File: config.mk
export PLATFORM = sky130hd
export DESIGN_NAME = psrl_ram
export DESIGN_NICKNAME = d
export VERILOG_FILES = /design/src/assert_macros.svh /design/src/psrl_ram.sv
export SDC_FILE = /design/constraint.sdc
export NUM_CORES = 1
export LEC_CHECK = 0
export BUFFER_PORTS_ARGS = -buffer_cell sky130_fd_sc_hd__clkbuf_2
export CORE_MARGIN = 2
export CORE_UTILIZATION = 35
export CTS_BUF_LIST = sky130_fd_sc_hd__clkbuf_16
export DETAILED_ROUTE_END_ITERATION = 6
export PLACE_DENSITY = 0.58
export SKIP_LAST_GASP = 1
export SYNTH_ARGS = -nofsm -noshare
export SYNTH_HDL_FRONTEND = slang
export SYNTH_SLANG_ARGS = --single-unit
File: constraint.sdc
create_clock -name clk -period 2.8 [get_ports clk]
set_clock_uncertainty 0.1 [all_clocks]
set_input_delay 0.56 -clock clk [delete_from_list [all_inputs] [get_ports clk]]
set_output_delay 0.56 -clock clk [all_outputs]
set_load 0.005 [all_outputs]
File: src/assert_macros.svh
// Assertion macros shared by the ring logger RTL.
// Depends on a clock named clk and an active-low reset named rst_n in scope.
`ifndef ASSERT_MACROS_SVH
`define ASSERT_MACROS_SVH

// Check a property at every clock edge outside reset.
`define ASSERT_CLK(label, prop, msg) \
  label: assert property (@(posedge clk) disable iff (!rst_n) (prop)) else $error(msg);

// Check a property at every clock edge, reset included.
`define ASSERT_ALWAYS(label, prop, msg) \
  label: assert property (@(posedge clk) (prop)) else $error(msg);

`endif

File: src/psrl_ram.sv
// Generic single-write, single-read synchronous RAM with registered read data.
// No dependencies.
module psrl_ram #(
  parameter int WIDTH = 8,
  parameter int DEPTH = 16
) (
  input  logic                     clk,
  input  logic                     we,
  input  logic [$clog2(DEPTH)-1:0] waddr,
  input  logic [WIDTH-1:0]         wdata,
  input  logic                     re,
  input  logic [$clog2(DEPTH)-1:0] raddr,
  output logic [WIDTH-1:0]         rdata
);

  logic [WIDTH-1:0] mem [DEPTH];

  always_ff @(posedge clk) begin
    if (we) begin
      mem[waddr] <= wdata;
    end
    if (re) begin
      rdata <= mem[raddr];
    end
  end

endmodule

==> flow_summary.json <==
{
  "numCtsBuffers": 17,
  "grt-ovfl-total": 0,
  "max-clock-path-buffers": 2,
  "rows": 44,
  "grt-busiest-layer": "met2",
  "layout-drive-gt1-share": 0.315,
  "p_total_mw": 4.71,
  "drtIter0Drc": 232,
  "criticalPathCategory": "input port to register",
  "gr-usage-met3": 0.0510,
  "postRouteAntennaNets": 0,
  "grt_max_degree": 33,
  "cts_resized": 0,
  "routabilityCongestion": 0.730,
  "synthCells": 229,
  "ys_seq_area_frac": 0.781,
  "tightest_slew_ns": 0.468,
  "htree_levels": 4,
  "grtUsageMet1": 0.203,
  "yosys_warnings": 0,
  "ys_types": 18,
  "first_global_vias": 2624,
  "synth_largest_area_cell": "edfxtp_1",
  "hold_viol": 0,
  "ir_worst_vdd_v": 0.000435,
  "ys_ff_latch": 136,
  "seq_area_sq_um": 4080,
  "finalCriticalPeriod_ns": 1.84,
  "clock-root-buffer": "clkbuf_16",
  "ioPinCount": 27,
  "p_per_area_nw_per_um2": 753,
  "syn_nets": 248,
  "drt_first_pass_iters": 5,
  "antenna_found_initial": 1,
  "cts.sinks": 136,
  "critPathLaunchType": "input port",
  "rsz0062_at_grt": "no",
  "critical_path.max_fanout": 32,
  "slew_viol_final": 0,
  "grtUsageMet2": 0.218,
  "vias": 2461,
  "clkLatencyLatePin_ns": 0.41,
  "postCtsSetupRepairBufs": 0,
  "hold_path_class": "input port to register",
  "finalSetupViolations": 0,
  "dp_hpwl_um": 6530,
  "syn-cell-area_sq_um": 5230,
  "die_h_um": 126,
  "io_buffers": 26,
  "max_freq_mhz": 544,
  "avgViaCountPerCell": 5.10,
  "p_leak_nw": 2.12,
  "post-route-period-util": 0.657,
  "drc": 0,
  "fin_tns_setup_ns": 0,
  "grt_usage": 0.144,
  "fill_cells": 1235,
  "hold_buffers": 0,
  "cp_data_required_time_ns": 2.85,
  "wl_per_cell_um": 22.4,
  "multi_input_comb_area_sq_um": 1060,
  "clk_pin_slew_ns": 0.06,
  "area_growth_pct": 19.7,
  "num-nets-final": 304,
  "cp-end-kind": "register",
  "routed_wl_um": 10800,
  "dieArea_sq_um": 15900,
  "holdWs_ns": 0.489,
  "status": "completed",
  "drv_cap": 0,
  "synth_area_leaders": "edfxtp_1 78%, mux4_2 7.8%, mux4_1 7.0%, a22oi_1 2.3%, nor2_1 0.93%",
  "synth_top_area_share": 0.781,
  "crit_arrival_ns": 1.89,
  "die_width_um": 126,
  "grt_pass1_wl_um": 16400,
  "start_util": 0.358,
  "cts_tree": "yes",
  "avgSynthCellArea_sq_um": 22.8,
  "coreArea_sq_um": 14600,
  "max_slew_margin": 0.688
}
[sequential cells by signal, summed over array words and instances, names as in the netlist]
register and cells:
mem 128, rdata 8
[where the power goes]
part | switching (mW) | leakage [nW] | internal, mW | total, mW
Clock | 0.808 | 0.287 | 1.38 | 2.19
Sequential | 0.0140 | 1.24 | 2.29 | 2.31
Combinational | 0.120 | 0.594 | 0.0890 | 0.209
Total | 0.942 | 2.12 | 3.77 | 4.71
[Yosys cell counts]
library cell	number
clkdlybuf4s25_2	3
mux4_2	18
nand3_1	1
edfxtp_1	136
buf_6	3
nor2b_1	1
nor2_1	13
buf_4	1
nor3_1	4
a22oi_1	16
and2b_1	1
mux4_1	14
or3b_2	1
nand2_1	9
nand3b_1	2
buf_2	3
nand2b_1	2
and2_1	1
[through the flow]
step                      std cells  setup WS [ns]  utilization  instance area [sq um]
after CTS                       482          0.949        0.429                   6260
final                           483          0.962        0.429                   6260
after global placement          450          0.516        0.389                   5670
after global routing            482          0.868        0.429                   6260
after detailed placement        450          0.514        0.389                   5670
after floorplan                 229          0.647            -                   5230
[cells by family (layout without fill, tap and decap cells)]
group,after synthesis,in the layout,synth area share
compound gates,16,16,0.0230
buf+inv,10,79,0.0165
flops,136,136,0.781
mux,32,32,0.148
other cells,0,1,0
simple gates,35,35,0.0314
[path summary, 6_finish.rpt]
check / start / endpoint / slack, ns / cells past startpoint
worst max-delay path: raddr[0] / rdata[1]$_DFFE_PP_ / 0.96 / 5
worst min register to register: mem[15][4]$_DFFE_PP_ / rdata[4]$_DFFE_PP_ / 0.65 / 3
worst max register to register: mem[1][1]$_DFFE_PP_ / rdata[1]$_DFFE_PP_ / 1.24 / 3
worst min-delay path: wdata[6] / mem[9][6]$_DFFE_PP_ / 0.49 / 1
[placed cells by master (no fill, tap or decap), types with 2 or more instances in the layout]
cell type,instances
clkinv_4,2
bufinv_16,3
clkinv_1,4
clkbuf_16,17
a22oi_1,16
mux4_1,14
edfxtp_1,136
buf_4,20
clkbuf_2,26
nand3b_1,2
nand2_1,9
nand2b_1,2
nor3_1,4
mux4_2,18
clkinv_2,4
nor2_1,13
[worst max-delay path, cell delays in order]
cell	delay, ns
clkbuf_2	0.11
buf_12	0.26
mux4_1	0.58
a22oi_1	0.28
nand2_1	0.08
[metal layers]
layer	share of wire	routed length, um	vias up
li1	-	-	1094
met1	0.45	4910	1285
met2	0.46	4990	77
met3	0.078	837	5
met4	0.0049	53	0
met5	0	0	-
[cell type report]
| class | count | share of cell area |
|---|---|---|
| Multi-Input combinational cell | 83 | 0.169 |
| Antenna cell | 1 | 0.000400 |
| Sequential cell | 136 | 0.653 |
| Timing Repair Buffer | 47 | 0.0480 |
| Clock buffer | 17 | 0.0680 |
| Clock inverter | 15 | 0.0254 |
| Tap cell | 184 | 0.0368 |
Power figures use the tool's default switching activity.
