`src/assert_macros.svh`:
```
// Assertion macros shared by the ring logger RTL.
// Depends on a clock named clk and an active-low reset named rst_n in scope.
`ifndef ASSERT_MACROS_SVH
`define ASSERT_MACROS_SVH

// Check a property at every clock edge outside reset.
`define ASSERT_CLK(label, prop, msg) \
  label: assert property (@(posedge clk) disable iff (!rst_n) (prop)) else $error(msg);

// Check a property at every clock edge, reset included.
`define ASSERT_ALWAYS(label, prop, msg) \
  label: assert property (@(posedge clk) (prop)) else $error(msg);

`endif

```
`src/psrl_pkg.sv`:
```
// Shared codes and types for the pooled sample ring logger.
// No dependencies.
package psrl_pkg;

  typedef enum logic [1:0] {
    OP_WRITE = 2'd0,
    OP_READ  = 2'd1,
    OP_FLUSH = 2'd2,
    OP_RESET = 2'd3
  } psrl_op_t;

  localparam logic [1:0] ST_OK       = 2'd0;
  localparam logic [1:0] ST_NO_WRITE = 2'd1;
  localparam logic [1:0] ST_NO_READ  = 2'd2;

  typedef struct packed {
    logic push;
    logic pop;
  } psrl_fifo_ctl_t;

endpackage

```
`src/psrl_fifo.sv`:
```
// Ring-index FIFO with head and next-to-head views.
// Depends on psrl_pkg and assert_macros.svh.
`include "assert_macros.svh"
module psrl_fifo import psrl_pkg::*; #(
  parameter int DEPTH     = 8,
  parameter int RING_BITS = 3,
  parameter bit INIT_FULL = 1'b0
) (
  input  logic                       clk,
  input  logic                       rst_n,
  input  psrl_fifo_ctl_t             ctl,
  input  logic [RING_BITS-1:0]       push_ring,
  output logic [RING_BITS-1:0]       head_ring,
  output logic [RING_BITS-1:0]       next_ring,
  output logic [$clog2(DEPTH+1)-1:0] count
);

  localparam int PW = $clog2(DEPTH);
  localparam int CW = $clog2(DEPTH + 1);

  logic [RING_BITS-1:0] slot_r [DEPTH];
  logic [PW-1:0]        head_r;
  logic [CW-1:0]        count_r;
  logic [PW:0]          tail_sum;
  logic [PW-1:0]        tail_idx;
  logic [PW-1:0]        head_inc;
  logic                 do_push;
  logic                 do_pop;

  always_comb begin
    tail_sum = {1'b0, head_r} + (PW+1)'(count_r);
    if (tail_sum >= (PW+1)'(DEPTH)) begin
      tail_sum = tail_sum - (PW+1)'(DEPTH);
    end
    tail_idx = tail_sum[PW-1:0];
    if ({1'b0, head_r} == (PW+1)'(DEPTH - 1)) begin
      head_inc = '0;
    end else begin
      head_inc = head_r + PW'(1);
    end
    do_push = ctl.push && (count_r != CW'(DEPTH));
    do_pop  = ctl.pop && (count_r != '0);
  end

  assign head_ring = slot_r[head_r];
  assign next_ring = slot_r[head_inc];
  assign count     = count_r;

  always_ff @(posedge clk) begin
    if (!rst_n) begin
      head_r <= '0;
      for (int i = 0; i < DEPTH; i++) begin
        slot_r[i] <= RING_BITS'(i + 1);
      end
      count_r <= INIT_FULL ? CW'(DEPTH - 1) : '0;
    end else begin
      if (do_push) begin
        slot_r[tail_idx] <= push_ring;
      end
      if (do_pop) begin
        head_r <= head_inc;
      end
      if (do_push && !do_pop) begin
        count_r <= count_r + CW'(1);
      end else if (do_pop && !do_push) begin
        count_r <= count_r - CW'(1);
      end
    end
  end

  `ASSERT_CLK(a_fifo_no_overfill, count_r <= CW'(DEPTH), "ring FIFO count beyond depth")
  `ASSERT_CLK(a_fifo_pop_nonempty, ctl.pop |-> count_r != '0, "pop from empty ring FIFO")

endmodule

```
`config.mk`:
```
export PLATFORM = sky130hd
export DESIGN_NAME = psrl_fifo
export DESIGN_NICKNAME = d
export VERILOG_FILES = /design/src/psrl_pkg.sv /design/src/psrl_fifo.sv
export VERILOG_INCLUDE_DIRS = /design/src /design/src/src
export SDC_FILE = /design/constraint.sdc
export NUM_CORES = 1
export LEC_CHECK = 0
export BUFFER_PORTS_ARGS = -buffer_cell sky130_fd_sc_hd__buf_2
export CAP_MARGIN = 20
export CORE_MARGIN = 2
export CORE_UTILIZATION = 63
export CTS_CLUSTER_DIAMETER = 150
export DETAILED_ROUTE_END_ITERATION = 12
export GPL_ROUTABILITY_DRIVEN = 0
export GPL_TIMING_DRIVEN = 1
export MAX_ROUTING_LAYER = met4
export PLACE_DENSITY = 0.87
export SLEW_MARGIN = 25
export SYNTH_ARGS = -nofsm -noshare
export SYNTH_HDL_FRONTEND = slang
export SYNTH_SLANG_ARGS = --single-unit
```
`constraint.sdc`:
```
create_clock -name clk -period 6.25 [get_ports clk]
set_input_delay 1.25 -clock clk [delete_from_list [all_inputs] [get_ports clk]]
set_output_delay 1.25 -clock clk [all_outputs]
set_load 0.05 [all_outputs]
```
==> metrics.txt <==
CP endpoint kind=output pin; drt drc=0; worst min path class=reg -> reg; Min Clock Period, post-route=3.87 ns; TritonCTS clock tree=built; first-pass GRT wire length=6.15 mm; FP Rows=19; GRT overflow=0; Setup CP Type=reg -> out; PwrDens=458 nW/um^2; initial antenna violation count=0; share of layout cells above drive strength 1=26.1%; register area=921 um^2; syn_nets=157; GRT Total Usage=26.1%; multi-input combinational cell area=865 um^2; Hold Path Stages=2; Mapped Area=1840 um^2; vias per inst=6.55; Finished Cell Area=2000 um^2; Max Root-Sink Buffers=2; placed cell area=1930 um^2; R2R depth=7; xor and xnor area share after synthesis=1.90%; Synth Area in Compound Gates=5.03%; height of the die=58.1 um; number of global-route vias before repair=1,261; HP Start=count[3]; peak supply drop=431 uV; MaxCap Viol Count=0; Crit path arrival time=2.62 ns; die footprint=3370 um^2; # fillers=189; Starting Density=66.8%; synth-to-layout area growth=8.70%; final std cells w/o fill=188; LEAKAGE=0.000676 uW; endpoints failing setup=0; largest net degree at the start of global routing=19; most frequent cells in the layout=edfxtp_1 (24), buf_2 (16), nor3_1 (14), mux4_2 (12), or3_1 (12); Final Net Count=172; fraction of synthesized area in multiplexers=20.5%; H-tree depth=2; Post-synth ARST share=0%; Post-CTS Resized=0; Die W=58.1 um; flop-to-flop setup slack=3.52 ns; CTS Hold Bufs=0; Routed WL=3.70 mm; via count=1,232; register area share after synthesis=50.0%; slew margin rel.=56.9%; Root Driver=clkbuf_4; post-synthesis adder-cell area fraction=6.25%; Hold Vio Cnt, Final=0; Clk pwr share=16.4%; cell count after synthesis=142; Int Pwr=530 uW; Core ar.=2760 um^2; port bufs=16; Sinks on Clock Net=34; Synth Area in Simple Gates=13.2%; synthesized area per cell=13.0 um^2; switching share of power=42.2%; post-DR wirelength/cell=19.7 um; Final ANT Viol Nets=0; Comb power frac=48.8%; Synth Flop Type=edfxtp_1; skew final=0.0113 ns; # diodes=0; critical-path maximum fanout=6; DRT iter0 DRCs=35; clk_lat worst skew=0.33 ns; Final Max Slew Viols=0; most common cell after layout, fill and taps aside=edfxtp_1; IO Pins=17; Tcrit/Tclk final=62.0%; switching pwr=387 uW; DP Cell Count=181; Reg2Reg Capture Point=slot_r[4][1]; postcts setup bufs=0; setup TNS=0 ns; largest family of logic cells by synthesized area=multiplexers; synth warn=0; status=finished, final reports clean; RSZ-0062 raised after global routing=no; total power=917 uW; crit path launch type=register; sequential share of power=34.8%; DR pass1 iterations=4; TritonCTS Buffers=5; Critical Path RT=5.00 ns; Worst Tran Pin Value=0.640 ns; Post-synth EDFFs=24; R2R Path Start=count[0]; synthesis-stage register bit count=34; DP Wirelength=2.63 mm; Worst-path clk slew=0.10 ns; library cells used by synthesis=27; Max Freq=0.258 GHz; WHS Endpoint=count[3]
==> power groups by stage <==
| stage | registers (uW) | logic [uW] | clock network, uW |
|---|---|---|---|
| detailed placement | 322 | 440 | 0 |
| global route | 324 | 484 | 161 |
| floorplan | 333 | 349 | 0 |
| global placement | 319 | 429 | 0 |
| CTS | 318 | 448 | 152 |
| finish | 319 | 448 | 150 |
==> worst max path at each step <==
stage                          from           end  slack, ns  depth (start not counted)
after floorplan           head_r[0]  next_ring[1]       3.01                          5
after global placement    head_r[0]  next_ring[1]       2.84                          6
after detailed placement  head_r[0]  next_ring[1]       2.75                          6
after CTS                 head_r[0]  next_ring[1]       2.36                          6
after global routing      head_r[0]  next_ring[1]       2.24                          6
final                     head_r[0]  next_ring[1]       2.38                          6
==> logic make-up after synthesis <==
| kind of cell | Yosys count |
|---|---|
| compound gates | 15 |
| xor+xnor | 4 |
| fa+ha+maj | 8 |
| buf+inv | 15 |
| flops | 34 |
| mux | 22 |
| simple gates | 44 |
==> metrics by stage <==
step                      hold slack [ns]  worst slack (ns)  util (%)
after floorplan                     0.531              3.01         -
after global placement              0.489              2.84      70.0
after global routing                0.558              2.24      72.6
after CTS                           0.551              2.36      72.6
after detailed placement            0.529              2.75      70.0
final                               0.557              2.38      72.6
==> sequential cells by signal (all words and copies together), names as in the netlist, named ones only <==
register / flops
count: 4
slot_r: 24
head_r: 3
==> layer usage <==
metal / GRT usage, % / vias to the layer above / share of wire [%]
met2: 42.2 / 54 / 51
met3: 5.13 / 6 / 6.8
met1: 33.2 / 604 / 41
li1: - / 568 / -
met4: 8.64 / 0 / 1.2
met5: - / - / 0
==> critical path, cell delays in order, from the launching register on <==
cell and delay (ns):
dfxtp_1 0.37, ha_1 0.23, ha_1 0.21, nor2_1 0.45, mux4_2 0.57, mux2_2 0.27
buf_2 0.21
==> synth_stat cells, types with 2 or more instances <==
master    number  area (um^2)
a21oi_1        2         10.0
and2_1         2         12.5
clkbuf_1       8         30.0
dfxtp_1       10          200
edfxtp_1      24          721
fa_1           2         40.0
ha_1           6         75.1
inv_1          7         26.3
mux2_2         6         67.6
mux2i_1        4         40.0
mux4_2        12          270
nand2_1        3         11.3
nand2b_1       3         18.8
nand3_1        2         10.0
nor2_1         2         7.51
nor2b_1        4         25.0
nor3_1        14         70.1
o21ai_0        9         45.0
or3_1         12         75.1
xnor2_1        3         26.3
==> cell type report <==
class / instances / share of cell area (%)
multi-input combinational: 93 / 43.2
inverter: 7 / 1.31
sequential: 34 / 46.0
clock inverter: 2 / 1.69
clock buffer: 5 / 1.88
tap: 31 / 1.94
timing repair buffer: 16 / 4.00
No activity file was read; power rests on OpenSTA's default activity.
